File: src/design/thc_pkg.sv
// Package for the temperature/humidity compensation block: widths, codes,
// controller states, datapath commands. No dependencies.
package thc_pkg;

	localparam int RAW_W      = 20;
	localparam int VAL_W      = 32;
	localparam int CFG_IDX_W  = 3;
	localparam int CFG_DATA_W = 32;

	localparam logic [31:0] HUM_X_OFFSET = 32'd76800;
	localparam logic [31:0] HUM_UPPER    = 32'd419430400;
	localparam logic [31:0] RND_TEMP     = 32'd128;
	localparam logic [31:0] RND_P        = 32'd16384;
	localparam logic [31:0] RND_Q        = 32'd8192;
	localparam logic [31:0] OFS_Q2       = 32'd32768;
	localparam logic [31:0] OFS_Q        = 32'd2097152;

	typedef enum logic [CFG_IDX_W-1:0] {
		CFG_T1, CFG_T2, CFG_T3, CFG_H1, CFG_H2, CFG_H3, CFG_H45, CFG_H6
	} cfg_reg_t;

	typedef enum logic {
		KIND_TEMP = 1'b0,
		KIND_HUM  = 1'b1
	} kind_t;

	// One controller state per datapath step.
	typedef enum logic [3:0] {
		ST_IDLE,
		ST_T0, ST_T1, ST_T2, ST_T3, ST_T4,
		ST_H0, ST_H1, ST_H2, ST_H3, ST_H4, ST_H5, ST_H6, ST_H7, ST_H8, ST_H9
	} state_t;

	typedef enum logic [3:0] {
		OP_NONE,
		OP_T0, OP_T1, OP_T2, OP_T3, OP_T4,
		OP_H0, OP_H1, OP_H2, OP_H3, OP_H4, OP_H5, OP_H6, OP_H7, OP_H8, OP_H9
	} op_t;

	typedef struct packed {
		logic capture;   // latch incoming word
		op_t  op;        // datapath step
		logic out_load;  // load output register
	} cmd_t;

endpackage

File: src/design/thc_if.sv
// Handshake channels of the compensation block: sample in, result out.
// Depends on thc_pkg.
interface thc_in_if;
	import thc_pkg::*;
	logic             valid;
	logic             ready;
	logic             req_type;
	logic [RAW_W-1:0] raw_value;

	modport source (output valid, output req_type, output raw_value, input ready);
	modport sink   (input valid, input req_type, input raw_value, output ready);
endinterface

interface thc_out_if;
	import thc_pkg::*;
	logic                    valid;
	logic                    ready;
	logic                    result_kind;
	logic signed [VAL_W-1:0] result_value;

	modport source (output valid, output result_kind, output result_value, input ready);
	modport sink   (input valid, input result_kind, input result_value, output ready);
endinterface

File: src/design/temp_humidity_compensation.sv
// Top level of the temperature/humidity calibration compensation block.
// Depends on thc_pkg, thc_if (thc_in_if, thc_out_if), thc_ctrl, thc_datapath.
//
//  channel  | dir | handshake      | word
//  ---------+-----+----------------+-------------------------------------
//  sample   | in  | valid / ready  | req_type, raw_value[19:0]
//  result   | out | valid / ready  | result_kind, result_value[31:0] signed
//  cfg      | in  | cfg_we         | cfg_index[2:0], cfg_wdata[31:0]
//
// A temperature word steps through ST_T0..ST_T4 and a humidity word through
// ST_H0..ST_H9, one product per cycle through the single shared 32x32
// multiplier (3 products for temperature, 8 for humidity) plus setup and
// finishing steps; the next word is taken back in ST_IDLE.
// Reset clears the coefficients and the stored fine temperature to zero.
// A finished word waits in the output register; a new sample is taken
// meanwhile, and only its last step stalls if the result is still unread.
module temp_humidity_compensation (
	input  logic                           clk,
	input  logic                           arst_n,
	thc_in_if.sink                         sample,
	thc_out_if.source                      result,
	input  logic                           cfg_we,
	input  logic [thc_pkg::CFG_IDX_W-1:0]  cfg_index,
	input  logic [thc_pkg::CFG_DATA_W-1:0] cfg_wdata
);
	import thc_pkg::*;

	cmd_t cmd;
	logic in_ready, out_valid;
	logic out_kind;
	logic signed [VAL_W-1:0] out_value;

	// sequencer: one step per cycle (the last step waits for a free output register), owns both handshake flags
	thc_ctrl u_ctrl (
		.clk         (clk),
		.arst_n      (arst_n),
		.in_valid    (sample.valid),
		.in_req_type (sample.req_type),
		.in_ready    (in_ready),
		.out_valid   (out_valid),
		.out_ready   (result.ready),
		.cmd         (cmd)
	);

	// arithmetic, coefficients, fine temperature, output word
	thc_datapath u_dp (
		.clk          (clk),
		.arst_n       (arst_n),
		.cmd          (cmd),
		.in_req_type  (sample.req_type),
		.in_raw_value (sample.raw_value),
		.cfg_we       (cfg_we),
		.cfg_index    (cfg_index),
		.cfg_wdata    (cfg_wdata),
		.out_kind     (out_kind),
		.out_value    (out_value)
	);

	assign sample.ready        = in_ready;
	assign result.valid        = out_valid;
	assign result.result_kind  = out_kind;
	assign result.result_value = out_value;

endmodule

File: src/design/thc_datapath.sv
// Datapath: calibration registers, fine temperature, one shared 32x32
// multiplier with registered product, output word register. Uses thc_pkg.
module thc_datapath (
	input  logic                           clk,
	input  logic                           arst_n,
	input  thc_pkg::cmd_t                  cmd,
	input  logic                           in_req_type,
	input  logic [thc_pkg::RAW_W-1:0]      in_raw_value,
	input  logic                           cfg_we,
	input  logic [thc_pkg::CFG_IDX_W-1:0]  cfg_index,
	input  logic [thc_pkg::CFG_DATA_W-1:0] cfg_wdata,
	output logic                           out_kind,
	output logic signed [thc_pkg::VAL_W-1:0] out_value
);
	import thc_pkg::*;

	logic [15:0] cal_t1_q, cal_t2_q, cal_t3_q, cal_h2_q;
	logic [7:0]  cal_h1_q, cal_h3_q, cal_h6_q;
	logic [31:0] cal_h45_q;
	logic [31:0] fine_q;

	logic [RAW_W-1:0] raw_q;
	logic             kind_q;
	logic [31:0]      prod_q, acc_q, q1_q, x_q, x2_q;
	logic             res_kind_q;
	logic [31:0]      res_value_q;

	// sign/zero extended coefficients
	logic [31:0] t1, t2, t3, h1, h2, h3, h4, h5, h6;
	logic [31:0] mul_a, mul_b, mul_p;
	logic        prod_ld, acc_ld, q1_ld, x_ld, x2_ld, fine_ld;
	logic [31:0] acc_d, q1_d, fine_d;
	logic [31:0] temp_a, temp_d, temp_5, s_val, hum_x, hum_c, res_d;

	assign t1 = {16'b0, cal_t1_q};
	assign t2 = {{16{cal_t2_q[15]}}, cal_t2_q};
	assign t3 = {{16{cal_t3_q[15]}}, cal_t3_q};
	assign h1 = {24'b0, cal_h1_q};
	assign h2 = {{16{cal_h2_q[15]}}, cal_h2_q};
	assign h3 = {24'b0, cal_h3_q};
	assign h4 = {{16{cal_h45_q[15]}}, cal_h45_q[15:0]};
	assign h5 = {{16{cal_h45_q[31]}}, cal_h45_q[31:16]};
	assign h6 = {{24{cal_h6_q[7]}}, cal_h6_q};

	assign temp_a = {15'b0, raw_q[19:3]} - {15'b0, cal_t1_q, 1'b0};
	assign temp_d = {16'b0, raw_q[19:4]} - t1;
	assign s_val  = 32'($signed(prod_q) >>> 15);

	// low 32 bits only: all sums and products wrap
	assign mul_p = mul_a * mul_b;

	always_comb begin
		mul_a   = '0;
		mul_b   = '0;
		prod_ld = 1'b0;
		acc_ld  = 1'b0;
		q1_ld   = 1'b0;
		x_ld    = 1'b0;
		x2_ld   = 1'b0;
		fine_ld = 1'b0;
		acc_d   = 32'($signed(prod_q) >>> 11);
		q1_d    = 32'($signed(prod_q) >>> 10);
		fine_d  = acc_q + 32'($signed(prod_q) >>> 14);
		case (cmd.op)
			OP_T0: begin
				mul_a = temp_a; mul_b = t2; prod_ld = 1'b1;
			end
			OP_T1: begin
				acc_ld = 1'b1;
				mul_a = temp_d; mul_b = temp_d; prod_ld = 1'b1;
			end
			OP_T2: begin
				mul_a = 32'($signed(prod_q) >>> 12); mul_b = t3; prod_ld = 1'b1;
			end
			OP_T3: begin
				fine_ld = 1'b1;
			end
			OP_H0: begin
				x_ld = 1'b1;
			end
			OP_H1: begin
				mul_a = x_q; mul_b = h5; prod_ld = 1'b1;
			end
			OP_H2: begin
				acc_ld = 1'b1;
				acc_d  = 32'($signed({2'b0, raw_q[15:0], 14'b0} - {h4[11:0], 20'b0}
					- prod_q + RND_P) >>> 15);
				mul_a = x_q; mul_b = h6; prod_ld = 1'b1;
			end
			OP_H3: begin
				q1_ld = 1'b1;
				mul_a = x_q; mul_b = h3; prod_ld = 1'b1;
			end
			OP_H4: begin
				mul_a = q1_q;
				mul_b = 32'($signed(prod_q) >>> 11) + OFS_Q2;
				prod_ld = 1'b1;
			end
			OP_H5: begin
				mul_a = 32'($signed(prod_q) >>> 10) + OFS_Q;
				mul_b = h2;
				prod_ld = 1'b1;
			end
			OP_H6: begin
				mul_a = acc_q;
				mul_b = 32'($signed(prod_q + RND_Q) >>> 14);
				prod_ld = 1'b1;
			end
			OP_H7: begin
				x2_ld = 1'b1;
				mul_a = s_val; mul_b = s_val; prod_ld = 1'b1;
			end
			OP_H8: begin
				mul_a = 32'($signed(prod_q) >>> 7); mul_b = h1; prod_ld = 1'b1;
			end
			default: begin
			end
		endcase
	end

	// temperature: (fine * 5 + 128) >>> 8
	assign temp_5 = {fine_q[29:0], 2'b0} + fine_q + RND_TEMP;

	// humidity: clamp to 0..HUM_UPPER, then >> 12
	assign hum_x = x2_q - 32'($signed(prod_q) >>> 4);
	always_comb begin
		if (hum_x[31]) begin
			hum_c = '0;
		end else if (hum_x > HUM_UPPER) begin
			hum_c = HUM_UPPER;
		end else begin
			hum_c = hum_x;
		end
	end

	assign res_d = (kind_q == KIND_HUM) ? {12'b0, hum_c[31:12]}
		: 32'($signed(temp_5) >>> 8);

	always_ff @(posedge clk or negedge arst_n) begin
		if (!arst_n) begin
			cal_t1_q  <= '0;
			cal_t2_q  <= '0;
			cal_t3_q  <= '0;
			cal_h1_q  <= '0;
			cal_h2_q  <= '0;
			cal_h3_q  <= '0;
			cal_h45_q <= '0;
			cal_h6_q  <= '0;
			fine_q    <= '0;
		end else begin
			if (cfg_we) begin
				case (cfg_index)
					CFG_T1:  cal_t1_q  <= cfg_wdata[15:0];
					CFG_T2:  cal_t2_q  <= cfg_wdata[15:0];
					CFG_T3:  cal_t3_q  <= cfg_wdata[15:0];
					CFG_H1:  cal_h1_q  <= cfg_wdata[7:0];
					CFG_H2:  cal_h2_q  <= cfg_wdata[15:0];
					CFG_H3:  cal_h3_q  <= cfg_wdata[7:0];
					CFG_H45: cal_h45_q <= cfg_wdata;
					CFG_H6:  cal_h6_q  <= cfg_wdata[7:0];
					default: begin
					end
				endcase
			end
			if (fine_ld) begin
				fine_q <= fine_d;
			end
		end
	end

	always_ff @(posedge clk) begin
		if (cmd.capture) begin
			raw_q  <= in_raw_value;
			kind_q <= in_req_type;
		end
		if (prod_ld) prod_q <= mul_p;
		if (acc_ld)  acc_q  <= acc_d;
		if (q1_ld)   q1_q   <= q1_d;
		if (x_ld)    x_q    <= fine_q - HUM_X_OFFSET;
		if (x2_ld)   x2_q   <= prod_q;
		if (cmd.out_load) begin
			res_kind_q  <= kind_q;
			res_value_q <= res_d;
		end
	end

	assign out_kind  = res_kind_q;
	assign out_value = $signed(res_value_q);

endmodule

File: src/design/thc_ctrl.sv
// Controller: steps the datapath one operation per cycle (the last one waits
// for a free output register) and owns the input ready and output valid flags. Uses thc_pkg.
module thc_ctrl (
	input  logic          clk,
	input  logic          arst_n,
	input  logic          in_valid,
	input  logic          in_req_type,
	output logic          in_ready,
	output logic          out_valid,
	input  logic          out_ready,
	output thc_pkg::cmd_t cmd
);
	import thc_pkg::*;

	state_t state_q, state_d;
	logic   out_valid_q;
	logic   accept, out_free, finish;

	assign in_ready = (state_q == ST_IDLE);
	assign accept   = in_valid && in_ready;
	assign out_free = !out_valid_q || out_ready;
	assign finish   = (state_q == ST_T4) || (state_q == ST_H9);

	// next state
	always_comb begin
		state_d = state_q;
		case (state_q)
			ST_IDLE: begin
				if (accept) begin
					state_d = (in_req_type == KIND_HUM) ? ST_H0 : ST_T0;
				end
			end
			ST_T0: state_d = ST_T1;
			ST_T1: state_d = ST_T2;
			ST_T2: state_d = ST_T3;
			ST_T3: state_d = ST_T4;
			ST_T4: if (out_free) state_d = ST_IDLE;
			ST_H0: state_d = ST_H1;
			ST_H1: state_d = ST_H2;
			ST_H2: state_d = ST_H3;
			ST_H3: state_d = ST_H4;
			ST_H4: state_d = ST_H5;
			ST_H5: state_d = ST_H6;
			ST_H6: state_d = ST_H7;
			ST_H7: state_d = ST_H8;
			ST_H8: state_d = ST_H9;
			ST_H9: if (out_free) state_d = ST_IDLE;
			default: state_d = ST_IDLE;
		endcase
	end

	// outputs
	always_comb begin
		cmd.capture  = accept;
		cmd.out_load = finish && out_free;
		case (state_q)
			ST_T0:   cmd.op = OP_T0;
			ST_T1:   cmd.op = OP_T1;
			ST_T2:   cmd.op = OP_T2;
			ST_T3:   cmd.op = OP_T3;
			ST_T4:   cmd.op = OP_T4;
			ST_H0:   cmd.op = OP_H0;
			ST_H1:   cmd.op = OP_H1;
			ST_H2:   cmd.op = OP_H2;
			ST_H3:   cmd.op = OP_H3;
			ST_H4:   cmd.op = OP_H4;
			ST_H5:   cmd.op = OP_H5;
			ST_H6:   cmd.op = OP_H6;
			ST_H7:   cmd.op = OP_H7;
			ST_H8:   cmd.op = OP_H8;
			ST_H9:   cmd.op = OP_H9;
			default: cmd.op = OP_NONE;
		endcase
	end

	always_ff @(posedge clk or negedge arst_n) begin
		if (!arst_n) begin
			state_q     <= ST_IDLE;
			out_valid_q <= 1'b0;
		end else begin
			state_q <= state_d;
			if (finish && out_free) begin
				out_valid_q <= 1'b1;
			end else if (out_ready) begin
				out_valid_q <= 1'b0;
			end
		end
	end

	assign out_valid = out_valid_q;

endmodule

File: src/flat_wrapper.sv
// flat-port wrapper written by rule: the top's interface ports become plain ports
module temp_humidity_compensation_flat import thc_pkg::*;
  (clk, arst_n, cfg_we, cfg_index, cfg_wdata, sample_valid, sample_req_type, sample_raw_value, sample_ready, result_valid, result_result_kind, result_result_value, result_ready);
  thc_in_if sample_i ();
  thc_out_if result_i ();
  input  logic clk;
  input  logic arst_n;
  input  logic cfg_we;
  input  logic [thc_pkg::CFG_IDX_W-1:0] cfg_index;
  input  logic [thc_pkg::CFG_DATA_W-1:0] cfg_wdata;
  input wire logic [$bits(sample_i.valid)-1:0] sample_valid;
  input wire logic [$bits(sample_i.req_type)-1:0] sample_req_type;
  input wire logic [$bits(sample_i.raw_value)-1:0] sample_raw_value;
  output wire logic [$bits(sample_i.ready)-1:0] sample_ready;
  output wire logic [$bits(result_i.valid)-1:0] result_valid;
  output wire logic [$bits(result_i.result_kind)-1:0] result_result_kind;
  output wire logic [$bits(result_i.result_value)-1:0] result_result_value;
  input wire logic [$bits(result_i.ready)-1:0] result_ready;
  assign sample_i.valid = sample_valid;
  assign sample_i.req_type = sample_req_type;
  assign sample_i.raw_value = sample_raw_value;
  assign sample_ready = sample_i.ready;
  assign result_valid = result_i.valid;
  assign result_result_kind = result_i.result_kind;
  assign result_result_value = result_i.result_value;
  assign result_i.ready = result_ready;
  temp_humidity_compensation u_core (.clk(clk), .arst_n(arst_n), .sample(sample_i), .result(result_i), .cfg_we(cfg_we), .cfg_index(cfg_index), .cfg_wdata(cfg_wdata));
endmodule
File: config.mk
export PLATFORM = sky130hd
export DESIGN_NAME = temp_humidity_compensation_flat
export DESIGN_NICKNAME = d
export VERILOG_FILES = /design/src/design/thc_pkg.sv /design/src/design/thc_if.sv /design/src/design/temp_humidity_compensation.sv /design/src/design/thc_datapath.sv /design/src/design/thc_ctrl.sv /design/src/flat_wrapper.sv
export SDC_FILE = /design/constraint.sdc
export NUM_CORES = 2
export LEC_CHECK = 0
export BUFFER_PORTS_ARGS = -buffer_cell sky130_fd_sc_hd__buf_2
export CORE_AREA = 4 4 235 237
export CTS_BUF_LIST = sky130_fd_sc_hd__clkbuf_2
export DETAILED_ROUTE_END_ITERATION = 12
export DIE_AREA = 0 0 239 241
export GPL_TIMING_DRIVEN = 1
export PLACE_DENSITY = 0.88
export REMOVE_ABC_BUFFERS = 1
export SLEW_MARGIN = 30
export SYNTH_ARGS = -nofsm -noshare
export SYNTH_HDL_FRONTEND = slang
export SYNTH_HIERARCHICAL = 1
export SYNTH_SLANG_ARGS = --single-unit
File: constraint.sdc
create_clock -name clk -period 22.3 [get_ports clk]
set_input_delay 1.115 -clock clk [delete_from_list [all_inputs] [get_ports clk]]
set_output_delay 1.115 -clock clk [all_outputs]
set_load 0.05 [all_outputs]
# --- Word-level counts from Yosys, hierarchy flattened ---
# Memories as Yosys holds them, arrays and structs flattened.
# Cells that the tools add are included.
word_totals:
  regBits: 353
  mem_bits_ro: 64
  in_bits: 61
  output_inout_bits: 35
  wordCells: 113
  mem_count: 1
memory_table:
  columns: ["name", "words", "width", "rd", "rd_clocked_by_memory_dff", "write_ports", "line_no", "source"]
  rows:
  - ["(name not given)", 16, 4, 1, 0, 0, "thc_ctrl.sv:56", "case (state_q)"]
classes:
  add_sub_neg: 13
  multipliers: 1
  order_cmp: 1
  eq_ne: 37
  muxes: 18
  reduce_logical: 21
ops:
  columns: ["op", "count"]
  rows:
  - ["$pmux W32 S11", 1]
  - ["$pmux W32 S9", 1]
  - ["$add A32 B32 Y32", 2]
  - ["$sub A32 B32 Y32", 2]
  - ["$mux W31", 2]
  - ["$eq A4 B4 Y1 const B", 15]
  - ["$pmux W4 S15", 1]
  - ["$add A32 B14 Y32 const B", 1]
  - ["$add A32 B15 Y32 const B", 1]
  - ["$add A32 B8 Y32 const B", 1]
  - ["$gt A32 B29 Y1 const B", 1]
  - ["$mul A32 B32 Y32", 1]
  - ["$mux W32", 1]
  - ["$sub A30 B32 Y32", 1]
  - ["$sub A32 B17 Y32 const B", 1]
  - ["$eq A4 B3 Y1 const B", 7]
  - ["$add A22 B23 Y24 const B", 1]
  - ["$add A21 B17 Y22 const B", 1]
  - ["$mux W20", 1]
  - ["$reduce_and A2 Y1", 9]
  - ["$sub A17 B17 Y18", 1]
  - ["$sub A16 B16 Y17", 1]
  - ["$eq A4 B2 Y1 const B", 4]
  - ["$eq A3 B3 Y1 const B", 4]
  - ["16 further kinds", 30]

# --- Longest topological paths before layout ---
depth:
  word_depth: 5
  depth_mapped: 39
  depth_no_buf: 37

# --- By module ---
# Netlist, hierarchy kept.
modules_own_cells:
  columns: ["mod", "n_inst", "cells_per_inst", "area_per_inst_um2", "seq_area_each_um2"]
  rows:
  - ["thc_datapath", 1, 3789, 36625.1, 9258.9]
  - ["thc_ctrl", 1, 36, 347.8, 125.1]

# --- Least setup slack after synthesis ---
# No wires, ideal clock.
synth_timing:
  kind: "flip-flop to flip-flop"
  startpoint: "register u_core.u_ctrl.state_q[3]"
  endpoint: "register u_core.u_dp.prod_q[31], data pin"
  arrival_ps: 9630
  path_slack_ps: 12409
  stages_incl_launch_ff: 34
  synth_period_minus_slack_ps: 9891
  cell_sequence: "dfrtp_1 buf_4 nand2_1 nor2_1 clkbuf_1 clkbuf_1 a22o_1 a211oi_1 clkbuf_1 nor2_1 fa_1 fa_1 inv_1 fa_1 inv_1 fa_1 inv_1 fa_1 inv_1 fa_1 fa_1 fa_1 xnor2_1 xnor2_1 xnor2_1 xnor2_1 xnor2_1 xnor2_2 xnor2_1 xnor3_1 xnor3_1 xnor2_1 xnor3_1 xnor2_1"
synth_via:
  elab_chain_len: 5
  elab_cells_between_ends: 16
  cone_classes: "1 x mul; 11 x eq/ne; 2 x mux; 1 x reduce/logical; 1 x memory"
synth_lines:
  columns: ["item", "line_no", "source"]
  rows:
  - ["from (decl)", "thc_ctrl.sv:15", "state_t state_q, state_d;"]
  - ["from (signal assigned)", "thc_ctrl.sv:81", "state_q <= state_d;"]
  - ["$mem_v2 Z16 W4 (*)", null, null]
  - ["$eq A4 B4 Y1 or $eq A4 B3 Y1 (tied branches)", "thc_datapath.sv:64", "case (cmd.op)"]
  - ["$reduce_or A3 Y1 (no line)", null, null]
  - ["$pmux W32 S9", "thc_datapath.sv:64", null]
  - ["$mul A32 B32 Y32 (*)", "thc_datapath.sv:50", "assign mul_p = mul_a * mul_b;"]
  - ["named net u_core.u_dp.mul_p[31]", "thc_datapath.sv:30", "logic [31:0] mul_a, mul_b, mul_p;"]
  - ["to (signal assigned)", "thc_datapath.sv:176", "if (prod_ld) prod_q <= mul_p;"]
  - ["to (decl)", "thc_datapath.sv:24", "logic [31:0] prod_q, acc_q, q1_q, x_q, x2_q;"]
# Mark *: on every way through the listed nets, which the timed path passes. The rest lies on a longest branch.
# A chain may end at the register's enable or synchronous reset.

# --- Final worst setup path ---
# Ends and elaborated chain as after synthesis.

==> metrics.txt <==
# TYPE chip_impl_metric gauge
chip_impl_metric{name="fin_nets",unit=""} 4685
chip_impl_metric{name="grt_start_max_net_pins",unit=""} 81
chip_impl_metric{name="multi_input_comb_area",unit="mm2"} 0.02483
chip_impl_metric{name="fin_crit",unit="ps"} 10780
chip_impl_metric{name="detail_route.wl_per_cell",unit="um"} 23.78
chip_impl_info{name="critical_path.startpoint_type",value="register"} 1
chip_impl_metric{name="grt_pass1_vias",unit=""} 30580
chip_impl_metric{name="critPathMaxStageDelay",unit="ps"} 910
chip_impl_metric{name="ctsLongestPathBuffers",unit=""} 3
chip_impl_metric{name="cts_repair_resize_count",unit=""} 0
chip_impl_metric{name="final_layout_size_suffix_gt1_share",unit="%"} 12.45
chip_impl_metric{name="post-cts-setup-buffer-count",unit=""} 0
chip_impl_metric{name="final_wirelength",unit="um"} 111100
chip_impl_metric{name="finalCritPeriodShare",unit="%"} 48.35
chip_impl_metric{name="worst_skew_pair.late_latency",unit="ps"} 1070
chip_impl_metric{name="ff2ff_path_depth",unit=""} 31
chip_impl_metric{name="area_growth_syn_to_layout",unit="%"} 5.773
chip_impl_metric{name="clk_pin_slew_worst_paths",unit="ps"} 120
chip_impl_metric{name="netlist_area",unit="mm2"} 0.03697
chip_impl_info{name="run_status",value="completed"} 1
chip_impl_metric{name="achievable-frequency",unit="MHz"} 92.75
chip_impl_metric{name="vias",unit=""} 29970
chip_impl_metric{name="rel_slew_slack",unit="%"} 29.66
chip_impl_metric{name="grtUsageMet1",unit="%"} 51.64
chip_impl_info{name="tritoncts_clock_tree",value="done"} 1
chip_impl_metric{name="final-max-slew-violation-count",unit=""} 0
chip_impl_metric{name="clock_skew",unit="ps"} 149.4
chip_impl_info{name="rsz_0062_raised_after_global_routing",value="false"} 1
chip_impl_metric{name="cts_hold_buffers",unit=""} 0
chip_impl_metric{name="dr.pass1.iters",unit=""} 12
chip_impl_metric{name="final_hold_vio_count",unit=""} 0
chip_impl_metric{name="share_of_flip_flops_with_an_asynchronous_set_or_reset",unit="%"} 45.27
chip_impl_info{name="synth_top_flop_cell",value="edfxtp_1"} 1
chip_impl_metric{name="dr.first_iter.drc_count",unit=""} 3905
chip_impl_metric{name="rows",unit=""} 85
chip_impl_metric{name="grt_first_pass_wirelength",unit="um"} 171800
chip_impl_metric{name="initial_core_util",unit="%"} 69.39
chip_impl_metric{name="detailed_place_hpwl",unit="um"} 84810
chip_impl_metric{name="die_height",unit="um"} 241
chip_impl_metric{name="ys_ff_latch",unit=""} 338
chip_impl_metric{name="register_area",unit="mm2"} 0.009385
chip_impl_metric{name="tightestPinTransition",unit="ps"} 1047
chip_impl_metric{name="track_usage",unit="%"} 38.82
chip_impl_metric{name="synthesis.instances",unit=""} 3825
chip_impl_info{name="path_class",value="register to register"} 1
chip_impl_metric{name="antenna_violations_before_repair",unit=""} 4
chip_impl_metric{name="cts-htree-levels",unit=""} 3
chip_impl_info{name="clock_root_buffer_master",value="clkbuf_2"} 1
chip_impl_metric{name="antenna_left",unit=""} 0
chip_impl_info{name="hold_path.class",value="input port to asynchronous set/reset pin"} 1
chip_impl_metric{name="design.die.area",unit="mm2"} 0.05760
chip_impl_info{name="netlist_top_cells_area",value="fa_1 (23%), edfxtp_1 (15%), ha_1 (10%)"} 1
chip_impl_metric{name="post-synth-top-area-fraction",unit="%"} 22.69
chip_impl_metric{name="vias_per_cell",unit=""} 6.418
chip_impl_metric{name="tritoncts_num_sinks",unit=""} 338
chip_impl_metric{name="floorplan.io_pins",unit=""} 96
chip_impl_metric{name="port-buffer-count",unit=""} 95
chip_impl_metric{name="routability_cong",unit=""} 1.027
chip_impl_metric{name="syn_avg_cell_area",unit="um2"} 9.666
chip_impl_metric{name="finalSetupViolCount",unit=""} 0
chip_impl_metric{name="overflow",unit=""} 0
chip_impl_metric{name="maxCapViolations",unit=""} 0
chip_impl_info{name="crit_path_end_kind",value="register"} 1
chip_impl_metric{name="number_of_synthesized_flops_with_an_enable_pin",unit=""} 185
chip_impl_info{name="most_used_routing_layer",value="met2"} 1
chip_impl_metric{name="worst-path-max-fanout",unit=""} 25
chip_impl_metric{name="die-width",unit="um"} 239
chip_impl_metric{name="gr-usage-met3",unit="%"} 14.02
chip_impl_metric{name="critical_path_arrival",unit="ps"} 11570
chip_impl_info{name="cpMaxStageDelayCell",value="dfrtp_1"} 1
chip_impl_metric{name="design.core.area",unit="mm2"} 0.05328
chip_impl_metric{name="critPathRequiredTime",unit="ps"} 23090
chip_impl_metric{name="tritoncts.num_buffers",unit=""} 83
chip_impl_metric{name="fillers",unit=""} 3684
chip_impl_metric{name="ys.warnings.count",unit=""} 6
chip_impl_metric{name="fin_tns_setup",unit="ps"} 0
chip_impl_info{name="synth_largest_area_cell",value="fa_1"} 1
chip_impl_metric{name="drc",unit=""} 0
chip_impl_metric{name="post_synth_num_cell_types",unit=""} 98
chip_impl_metric{name="seq_area_frac_synth",unit="%"} 25.38
chip_impl_metric{name="grt_use_met2",unit="%"} 56.36
-- worst paths after layout --
kind | from | to | slack [ps]
worst min-delay path | arst_n | u_core/u_dp/cal_h45_q[31] | 80
worst max register to register | u_core/u_ctrl/state_q[3] | u_core/u_dp/prod_q[31] | 11520
min in group clk | sample_raw_value[15] | u_core/u_dp/raw_q[15] | 250
max in group asynchronous | arst_n | u_core/u_dp/fine_q[29] | 20960
worst max-delay path | u_core/u_ctrl/state_q[3] | u_core/u_dp/prod_q[31] | 11520
worst min register to register | u_core/u_dp/fine_q[0] | u_core/u_dp/x_q[0] | 450
-- placed cells by master (no fill, tap or decap), types with 32 or more instances in the layout --
master      n
inv_1     605
fa_1      419
nor2_1    352
ha_1      309
nand2_1   304
edfxtp_1  185
dfrtp_1   152
xnor2_1   138
o21ai_0   132
clkbuf_2  124
a21oi_1   117
nand2b_1  105
mux2_2    102
buf_2      94
xor2_1     63
buf_4      58
a21o_1     50
nand3_1    40
or2_2      38
nor3_1     36
a222oi_1   35
a22oi_1    32
-- metal layers --
layer | up-vias | routed length, um
met5 | - | 8
li1 | 12910 | -
met2 | 2191 | 46610
met4 | 2 | 7374
met3 | 465 | 16330
met1 | 14400 | 40740
-- metrics by stage --
stage               util, %  cell area [um2]  cells  hold WS (ps)  worst slack, ps
finish                73.40            39110   4670         84.29            11520
global route          73.37            39090   4664         68.73            11130
CTS                   73.34            39080   4663         43.07            11590
detailed placement    71.85            38280   4507         485.0            11660
global placement      71.75            38230   4506         481.3            11750
floorplan                 -            36260   3656         441.8            10830
-- area by class of cell --
cell class / count / share of cell area (%)
multi-input combinational: 2713 / 63.49
clock inverter: 32 / 0.4415
clock buffer: 124 / 1.587
sequential: 338 / 24.00
inverter: 605 / 5.807
tap: 696 / 2.227
antenna: 7 / 0.04479
timing repair buffer: 155 / 2.403
-- worst max-delay path, delay by kind of cell (launching register included) --
kind / cells / cell delay (ps)
AOI/OAI and AO/OA: 2 / 1150
xor gates and xnor gates: 12 / 2610
adders and majority gates: 8 / 3810
buffers and inverters: 5 / 930
DFF: 1 / 910
and+or+nand+nor: 4 / 1120
-- state kept, by name, summed over array words and instances, names as in the netlist --
| signal | count |
|---|---|
| u_core/u_ctrl/out_valid | 1 |
| u_core/u_ctrl/state_q | 4 |
| u_core/u_dp/acc_q | 21 |
| u_core/u_dp/cal_h1_q | 8 |
| u_core/u_dp/cal_h2_q | 16 |
| u_core/u_dp/cal_h3_q | 8 |
| u_core/u_dp/cal_h45_q | 28 |
| u_core/u_dp/cal_h6_q | 8 |
| u_core/u_dp/cal_t1_q | 16 |
| u_core/u_dp/cal_t2_q | 16 |
| u_core/u_dp/cal_t3_q | 16 |
| u_core/u_dp/fine_q | 32 |
| u_core/u_dp/kind_q | 1 |
| u_core/u_dp/out_kind | 1 |
| u_core/u_dp/out_value | 24 |
| u_core/u_dp/prod_q | 32 |
| u_core/u_dp/q1_q | 22 |
| u_core/u_dp/raw_q | 20 |
| u_core/u_dp/x2_q | 32 |
| u_core/u_dp/x_q | 32 |
-- synthesized netlist by cell type (102+ instances only) --
cell      number
nand2_1      306
fa_1         419
nand2b_1     105
xnor2_1      138
nor2_1       358
clkbuf_1     120
mux2_2       102
a21oi_1      121
dfrtp_1      153
inv_1        605
o21ai_0      133
ha_1         309
edfxtp_1     185
-- logic make-up (layout without fill, tap and decap cells) --
logic type	after synthesis	in the layout	synth area share [%]
and+or+nand+nor	1053	1053	13.47
buffers and inverters	774	916	8.081
adders and majority gates	729	729	33.17
AOI/OAI and AO/OA	619	619	11.63
DFF	338	338	25.38
xor gates and xnor gates	206	206	5.049
muxes	106	106	3.215
other	0	7	0
Power is not shown: default switching activity piles up to over one toggle a cycle in this logic, so the estimate is an artifact.
